[config.mk]
export PLATFORM = sky130hd
export DESIGN_NAME = char_lcd_nibble_writer
export DESIGN_NICKNAME = d
export VERILOG_FILES = /design/src/rtl/lcdnw_pkg.sv /design/src/rtl/lcdnw_ctrl.sv /design/src/rtl/lcdnw_dp.sv /design/src/rtl/char_lcd_nibble_writer.sv
export SDC_FILE = /design/constraint.sdc
export NUM_CORES = 1
export LEC_CHECK = 0
export BUFFER_PORTS_ARGS = -buffer_cell sky130_fd_sc_hd__buf_2
export CORE_AREA = 2 2 56 111
export DETAILED_ROUTE_END_ITERATION = 6
export DIE_AREA = 0 0 58 113
export PLACE_DENSITY = 0.8
export REMOVE_ABC_BUFFERS = 1
export SYNTH_ARGS = -nofsm -noshare
export SYNTH_HDL_FRONTEND = slang
export SYNTH_SLANG_ARGS = --single-unit
[constraint.sdc]
create_clock -name clk -period 4.15 [get_ports clk]
set_input_delay 0.83 -clock clk [delete_from_list [all_inputs] [get_ports clk]]
set_output_delay 0.83 -clock clk [all_outputs]
set_load 0.01 [all_outputs]
[src/rtl/lcdnw_pkg.sv]
// ----------------------------------------------------------------------------
// LCD nibble writer package
// Shared operation codes, widths, constants and controller/datapath links.
// ----------------------------------------------------------------------------
package lcdnw_pkg;

  localparam int unsigned HOLD_W = 24;
  localparam logic [HOLD_W-1:0] HOLD_RESET = 24'd100000;

  localparam logic [1:0] OP_CMD     = 2'd0;
  localparam logic [1:0] OP_DATA    = 2'd1;
  localparam logic [1:0] OP_CURSOR  = 2'd2;
  localparam logic [1:0] OP_POWERUP = 2'd3;

  localparam logic [7:0] LINE0_BASE = 8'h80;
  localparam logic [7:0] LINE1_BASE = 8'hC0;

  localparam logic [2:0] PWR_LAST_IDX = 3'd4;
  localparam logic [1:0] PHASE_LAST   = 2'd3;

  typedef struct packed {
    logic load;
    logic advance;
    logic count;
  } lcdnw_cmd_t;

  typedef struct packed {
    logic is_last;
    logic hold_done;
  } lcdnw_status_t;

  function automatic logic [7:0] powerup_byte(input logic [2:0] idx);
    logic [7:0] b;
    case (idx)
      3'd0: b = 8'h33;
      3'd1: b = 8'h32;
      3'd2: b = 8'h28;
      3'd3: b = 8'h0C;
      3'd4: b = 8'h01;
      default: b = 8'h01;
    endcase
    return b;
  endfunction

endpackage

[src/rtl/lcdnw_ctrl.sv]
// ----------------------------------------------------------------------------
// LCD nibble writer controller
// Sequences accept, pin state output and hold timing for each item.
// ----------------------------------------------------------------------------
module lcdnw_ctrl
  import lcdnw_pkg::*;
(
  input  logic          clk,
  input  logic          rst,
  input  logic          in_valid,
  output logic          in_ready,
  output logic          out_valid,
  input  logic          out_ready,
  input  lcdnw_status_t status,
  output lcdnw_cmd_t    cmd
);

  localparam logic [1:0] S_IDLE = 2'd0;
  localparam logic [1:0] S_EMIT = 2'd1;
  localparam logic [1:0] S_HOLD = 2'd2;

  logic [1:0] state;
  logic [1:0] state_next;

  always_ff @(posedge clk) begin
    if (rst) begin
      state <= S_IDLE;
    end else begin
      state <= state_next;
    end
  end

  always_comb begin
    state_next  = state;
    in_ready    = 1'b0;
    out_valid   = 1'b0;
    cmd.load    = 1'b0;
    cmd.advance = 1'b0;
    cmd.count   = 1'b0;
    case (state)
      S_IDLE: begin
        in_ready = 1'b1;
        if (in_valid) begin
          cmd.load   = 1'b1;
          state_next = S_EMIT;
        end
      end
      S_EMIT: begin
        out_valid = 1'b1;
        if (out_ready) begin
          if (status.is_last) begin
            state_next = S_IDLE;
          end else begin
            cmd.advance = 1'b1;
            state_next  = S_HOLD;
          end
        end
      end
      S_HOLD: begin
        cmd.count = 1'b1;
        if (status.hold_done) begin
          state_next = S_EMIT;
        end
      end
      default: begin
        state_next = S_IDLE;
      end
    endcase
  end

endmodule

[src/rtl/lcdnw_dp.sv]
// ----------------------------------------------------------------------------
// LCD nibble writer datapath
// Holds the byte in flight, the pin phase, the hold counter and the register.
// ----------------------------------------------------------------------------
module lcdnw_dp
  import lcdnw_pkg::*;
(
  input  logic              clk,
  input  logic              rst,
  input  logic              cfg_we,
  input  logic [HOLD_W-1:0] cfg_wdata,
  input  logic [1:0]        opcode,
  input  logic [7:0]        value,
  input  logic              row,
  input  logic [5:0]        col,
  input  lcdnw_cmd_t        cmd,
  output lcdnw_status_t     status,
  output logic              reg_select,
  output logic              enable,
  output logic [3:0]        nibble,
  output logic              last
);

  logic [HOLD_W-1:0] hold_cycles;
  logic [HOLD_W-1:0] count;
  logic              powerup;
  logic              rs;
  logic [2:0]        idx;
  logic [1:0]        phase;
  logic [7:0]        cur_byte;
  logic [7:0]        load_byte;
  logic [7:0]        cursor_addr;
  logic [2:0]        idx_next;

  assign cursor_addr = (row ? LINE1_BASE : LINE0_BASE) + {2'b00, col};
  assign idx_next    = idx + 3'd1;

  always_comb begin
    case (opcode)
      OP_CMD:     load_byte = value;
      OP_DATA:    load_byte = value;
      OP_CURSOR:  load_byte = cursor_addr;
      OP_POWERUP: load_byte = powerup_byte(3'd0);
      default:    load_byte = value;
    endcase
  end

  always_ff @(posedge clk) begin
    if (rst) begin
      hold_cycles <= HOLD_RESET;
    end else if (cfg_we) begin
      hold_cycles <= cfg_wdata;
    end
  end

  always_ff @(posedge clk) begin
    if (rst) begin
      rs       <= 1'b0;
      phase    <= 2'd0;
      cur_byte <= 8'h00;
      idx      <= 3'd0;
      powerup  <= 1'b0;
    end else if (cmd.load) begin
      rs       <= (opcode == OP_DATA);
      phase    <= 2'd0;
      cur_byte <= load_byte;
      idx      <= 3'd0;
      powerup  <= (opcode == OP_POWERUP);
    end else if (cmd.advance) begin
      phase <= phase + 2'd1;
      if (phase == PHASE_LAST) begin
        idx      <= idx_next;
        cur_byte <= powerup_byte(idx_next);
      end
    end
  end

  always_ff @(posedge clk) begin
    if (cmd.advance) begin
      count <= hold_cycles;
    end else if (cmd.count) begin
      count <= count - {{(HOLD_W-1){1'b0}}, 1'b1};
    end
  end

  assign reg_select = rs;
  assign enable     = ~phase[0];
  assign nibble     = phase[1] ? cur_byte[3:0] : cur_byte[7:4];
  assign last       = (phase == PHASE_LAST) && (!powerup || idx == PWR_LAST_IDX);

  assign status.is_last   = last;
  assign status.hold_done = (count <= {{(HOLD_W-1){1'b0}}, 1'b1});

endmodule

[src/rtl/char_lcd_nibble_writer.sv]
// The first pin state is offered in the cycle after an item is accepted.
// Each later pin state is offered once the previous one is taken and the hold
// counter, loaded from hold_cycles when it is taken, has counted down to 1 or below.
// One item is in flight at a time; the next is accepted after its last pin state.
// Synchronous reset returns to idle and sets hold_cycles to 100000.
// ----------------------------------------------------------------------------
// Character LCD nibble writer
// Turns command, data, cursor and power-up operations into 4-bit pin states.
// ----------------------------------------------------------------------------
module char_lcd_nibble_writer
  import lcdnw_pkg::*;
(
  input  logic              clk,
  input  logic              rst,
  input  logic              cfg_we,
  input  logic [HOLD_W-1:0] cfg_wdata,
  input  logic              in_valid,
  output logic              in_ready,
  input  logic [1:0]        opcode,
  input  logic [7:0]        value,
  input  logic              row,
  input  logic [5:0]        col,
  output logic              out_valid,
  input  logic              out_ready,
  output logic              reg_select,
  output logic              enable,
  output logic [3:0]        nibble,
  output logic              last
);

  lcdnw_cmd_t    cmd;
  lcdnw_status_t status;

  lcdnw_ctrl u_ctrl (
    .clk       (clk),
    .rst       (rst),
    .in_valid  (in_valid),
    .in_ready  (in_ready),
    .out_valid (out_valid),
    .out_ready (out_ready),
    .status    (status),
    .cmd       (cmd)
  );

  lcdnw_dp u_dp (
    .clk        (clk),
    .rst        (rst),
    .cfg_we     (cfg_we),
    .cfg_wdata  (cfg_wdata),
    .opcode     (opcode),
    .value      (value),
    .row        (row),
    .col        (col),
    .cmd        (cmd),
    .status     (status),
    .reg_select (reg_select),
    .enable     (enable),
    .nibble     (nibble),
    .last       (last)
  );

endmodule

==> flow_metrics.tcl, run 1 <==
set metrics [dict create \
    yosysSeqAreaShare_pct 46.7 \
    netlist.area_leader.share_pct 24.9 \
    grt_usage_pct 24.6 \
    drive_above_1_share_pct 20.2 \
    drt.antenna.violating_nets 0 \
    antenna_found_initial 0 \
    coreArea_um2 5660 \
    synth_ff_type "dfxtp_1" \
    r2r_slack_ns 1.59 \
    grt_start_max_net_pins 38 \
    mostFrequentLayoutCell "buf_2" \
    syn_to_final_growth_pct 16.6 \
    grt_pass1_wl_um 12000 \
    setup_viol 0 \
    hold_class "flop to flop" \
    post_cts_resized 0 \
    cp_slowest_stage_delay_ns 0.42 \
    timing.slew.headroom_pct 19.3 \
    r2r_cells 6 \
    htreeDepth 3 \
    crit_type "flop to output pin" \
    overflow 0 \
    synth_seq_cells 65 \
    status "finished clean" \
    clock_latency_ns 0.33 \
    nets 455 \
    arrival_ns 1.76 \
    cts_buffer_depth 2 \
    postCtsSetupRepairBufs 0 \
    synthCells 351 \
    holdWs_ns 0.451 \
    dp.cells 451 \
    ys_types 53 \
    vias 2737 \
    start_util_pct 58.3 \
    diodes 0 \
    finalWeightedCongestion 0.876 \
    finalWirelength_um 7130 \
    worst_path_dominant_cell_family "flip-flops" \
    critPathLaunchType "flop" \
    rows 39 \
    drt_pass1_iterations 7 \
    final_cell_mix "54 x buf_2, 47 x nor2_1, 41 x dfxtp_1" \
    ctsHoldBuffers 0 \
    async_reset_ff_share_pct 0 \
    cts_tree "built" \
    avgSynthCellArea_um2 9.40 \
    synth_warnings 0 \
    final.setup.tns_ns 0 \
    finClkSkew_ns 0.00780 \
    synth_edf_count 24 \
    holdCritStartpoint "u_dp.reg_select" \
    vdd_ir_drop_max_mv 0.473 \
    grt_pass1_vias 2728 \
    power.leakage_nw 1.53 \
    hold_viol_final 0 \
    min_to "u_dp.reg_select" \
    ios 55 \
    clk_pin_slew_ns 0.05 \
    die_y_um 113 \
    cts_buffers 9 \
    holdPathStages 2 \
    synth_area_leader_cell "dfxtp_1" \
    critPathCaptureType "output pin" \
    cp.required_ns 3.32 \
    slowest_stage "dfxtp_1" \
    powerDensity_nw_per_um2 407 \
    critPathMaxFanout 7 \
    r2r-end "u_dp.count[21]" \
    path_buf_inv 2 \
    path_cells "inv_1, ha_1, a21boi_1, nor2_1, buf_2" \
    clkSinkCount 65 \
    dp_hpwl_um 5140 \
    fin_util_pct 68.0 \
    fin_cells 467 \
    fin_crit_ns 2.59 \
    post-route-period-util_pct 62.3 \
    drt_iter0_markers 114 \
    tightest_slew_ns 1.21 \
    cts_root_buf "clkbuf_16" \
    rsz0062_at_grt "no" \
    port_buffers 54 \
    vias_per_cell 5.86 \
    r2r-start "u_dp.idx[0]" \
    synth.area.top_cells "dfxtp_1 25%, edfxtp_1 22%, mux2i_1 5.5%, nor2_1 5.3%, nand2_1 3.4%" \
    cap_viol_max_count 0 \
    dieArea_um2 6550 \
    final_max_slew_viol_count 0 \
    max_freq_mhz 387 \
    wire_per_inst_um 15.3 \
    synth_area_um2 3300 \
    drc 0 \
    fp.dieW_um 58 \
]
per-layer routing:
metal,up-vias,GRT usage (%),share of wire (%)
met3,24,5.14,4.8
met4,0,17.2,4.7
met2,86,42.8,54
met1,1255,25.0,37
met5,-,0,0
li1,1372,-,-
cells in the mapped netlist, drive strengths merged, types with 2 or more instances:
cell and count:
edfxtp 24, nand3 7, nand4 6, buf 3, nor3 12, nor3b 4, xnor2 8, mux2 3
nor4 3, nand2b 3, ha 8, o221ai 3, or2 2, nor2b 8, nand2 30, o211ai 3
a22oi 2, a211o 6, nand4b 2, a211oi 2, a31oi 9, a21oi 14, dfxtp 41, nor2 47
o21ai 17, a2bb2oi 2, or3 5, clkbuf 14, o31ai 4, xor2 8, or4 7, mux2i 18
inv 11
state kept, by name, summed over array words and instances, names as in the netlist:
register,cells
u_ctrl.state,2
u_dp.count,24
u_dp.cur_byte,8
u_dp.hold_cycles,24
u_dp.idx,3
u_dp.phase,2
u_dp.powerup,1
u_dp.reg_select,1
logic make-up after synthesis:
family	synth area share, %
AOI/OAI and AO/OA	13.9
xor gates and xnor gates	4.25
adders and majority gates	3.03
buffers and inverters	3.45
DFF	46.7
muxes	6.48
and+or+nand+nor	22.1
power breakdown:
group	leakage (nW)	switching (W)	internal [W]
registers	0.559	0.0000299	0.000712
clock network	0.130	0.000253	0.000399
logic	0.836	0.0000961	0.0000771
total	1.53	0.000379	0.00119
worst max-delay path by stage:
stage,startpoint,end,slack (ns),depth (start not counted)
6_report,u_dp.idx[0],last,1.56,5
5_1_grt,u_dp.idx[0],u_dp.count[23],1.38,6
4_1_cts,u_dp.idx[0],last,1.56,5
3_5_place_dp,u_dp.idx[0],u_dp.count[21],1.61,6
3_3_place_gp,u_dp.idx[0],u_dp.count[23],1.74,6
2_1_floorplan,u_dp.idx[0],u_dp.count[0],0.78,5
through the flow:
step	power [W]	setup slack, ns	area [um2]
finish	0.00157	1.56	3850
global placement	0.000919	1.74	3590
detailed placement	0.000927	1.61	3590
CTS	0.00158	1.56	3850
floorplan	0.000854	0.784	3230
global route	0.00163	1.38	3850
area by class of cell:
cell class                 count  area [um2]
tap                           61        76.3
fill                         484        1810
clock inverter                 4        20.0
inverter                      11        41.3
clock buffer                  12         236
sequential                    65        1540
multi-input combinational    258        1650
timing repair buffer          56         285
tightest hold or removal path, stage by stage, from the launching register on:
cell and delay [ns]:
dfxtp_1 0.30, nand2_1 0.05, a21oi_1 0.05
Note: power is estimated with default switching activity, not from simulation.
==> run 2: changes to the inputs <==
CORE_AREA = 2 2 58 114   (was 2 2 56 111)
DIE_AREA = 0 0 60 116   (was 0 0 58 113)
PLACE_DENSITY = 0.76   (was 0.8)
clock period = 2.44 ns   (was 4.15 ns; I/O delays follow)
==> flow_metrics.tcl, run 2 (synthesized netlist as in run 1, its figures left out) <==
set metrics [dict create \
    status "finished clean" \
    crit_type "flop to output pin" \
    rsz0062_at_grt "no" \
    cp_slowest_stage_delay_ns 0.44 \
    fin_ws_ns 0.174 \
    tightest_slew_ns 0.746 \
    port_buffers 54 \
    critPathCaptureType "output pin" \
    fin_cells 501 \
    seq_area_um2 1540 \
    start_util_pct 54.5 \
    drive_above_1_share_pct 22.1 \
    wire_per_inst_um 14.6 \
    final_max_slew_viol_count 0 \
    dp_hpwl_um 5320 \
    setup_viol 0 \
    die_y_um 116 \
    fin_util_pct 66.2 \
    ios 55 \
    rows 40 \
    multiInputGateArea_um2 1650 \
    fillers 529 \
    hold_class "primary input to flop" \
    drc 0 \
    vdd_ir_drop_max_mv 0.572 \
    grt_start_max_net_pins 38 \
    final_cell_mix "54 x buf_2, 47 x nor2_1, 41 x dfxtp_1" \
    finalWeightedCongestion 0.901 \
    vias 2770 \
    cts_buffer_depth 2 \
    post_cts_resized 0 \
    grt_pass1_vias 2724 \
    critPathLaunchType "flop" \
    finClkSkew_ns 0.00674 \
    powerDensity_nw_per_um2 722 \
    cap_viol_max_count 0 \
    fp.dieW_um 60 \
    max_freq_mhz 441 \
    path_cells "inv_1, ha_1, a21boi_1, buf_4, nor2_1, buf_2" \
    timing.slew.headroom_pct 50.2 \
    power.leakage_nw 1.60 \
    arrival_ns 1.78 \
    vias_per_cell 5.53 \
    slowest_stage "dfxtp_1" \
    syn_to_final_growth_pct 21.5 \
    drt_iter0_markers 90 \
    coreArea_um2 6060 \
    postCtsSetupRepairBufs 0 \
    mostFrequentLayoutCell "buf_2" \
    clk_pin_slew_ns 0.05 \
    grt_pass1_wl_um 12100 \
    place_worst_setup_slack_ns 0.277 \
    cts_buffers 9 \
    clkSinkCount 65 \
    grt_usage_pct 23.7 \
    cts_tree "built" \
    ctsHoldBuffers 0 \
    cts_root_buf "clkbuf_16" \
    clock_latency_ns 0.33 \
    dp.cells 485 \
    htreeDepth 3 \
    dieArea_um2 6960 \
    nets 466 \
    drt.antenna.violating_nets 0 \
    overflow 0 \
    hold_viol_final 0 \
    antenna_found_initial 0 \
    cp.required_ns 1.95 \
    critPathMaxFanout 5 \
    drt_pass1_iterations 4 \
    finalWirelength_um 7340 \
    diodes 0 \
    largest_registers "u_dp.count x24, u_dp.hold_cycles x24, u_dp.cur_byte x8" \
    post-route-period-util_pct 92.9 \
    fin_crit_ns 2.27 \
]
==> run 2: path summary, 6_finish.rpt <==
check,startpoint,to,slack (ns),cells after the start
max,u_dp.idx[0],last,0.17,6
min,cfg_wdata[9],u_dp.hold_cycles[9],0.36,2
max reg2reg,u_dp.count[0],u_dp.count[10],0.28,6
min reg2reg,u_dp.cur_byte[5],u_dp.cur_byte[5],0.44,2
==> run 2: area by class of cell <==
type | instances | share of cell area (%)
inverters | 11 | 1.03
clock inverters | 4 | 1.72
flip-flops and latches | 65 | 38.5
clock buffers | 12 | 5.90
repair buffers | 67 | 9.18
well taps | 84 | 2.62
multi-input cells | 258 | 41.1
==> run 2: layer usage <==
metal  share of wire, %  up-vias  track usage, %
met5                  0        -               0
met4                4.7        0            18.5
met3                3.6       25            2.68
met2                 54       76            42.0
met1                 38     1272            23.7
li1                   -     1397               -
==> run 2: through the flow <==
step,TNS [ns],instance area (um2),power [W],hold slack (ns)
after global routing,0,4010,0.00301,0.358
after detailed placement,0,3700,0.00159,0.442
after global placement,0,3700,0.00158,0.439
after CTS,0,4010,0.00292,0.354
final,0,4010,0.00289,0.360
after floorplan,-22.24,3230,0.00145,0.422
==> run 2: power by group <==
group          leakage (nW)  total [W]  switching, W  internal [W]
Combinational         0.891   0.000311      0.000168      0.000143
Clock                 0.148    0.00132      0.000434      0.000889
Sequential            0.559    0.00126     0.0000501       0.00121
Total                  1.60    0.00289      0.000652       0.00224
==> run 2: critical path: cells and delay by family, from the launching register on <==
kind                     cells  cell delay [ns]
AO/OA/AOI/OAI                1             0.29
adder cells (fa/ha/maj)      1             0.25
buffers and inverters        3             0.42
flip-flops                   1             0.44
AND/OR/NAND/NOR              1             0.04
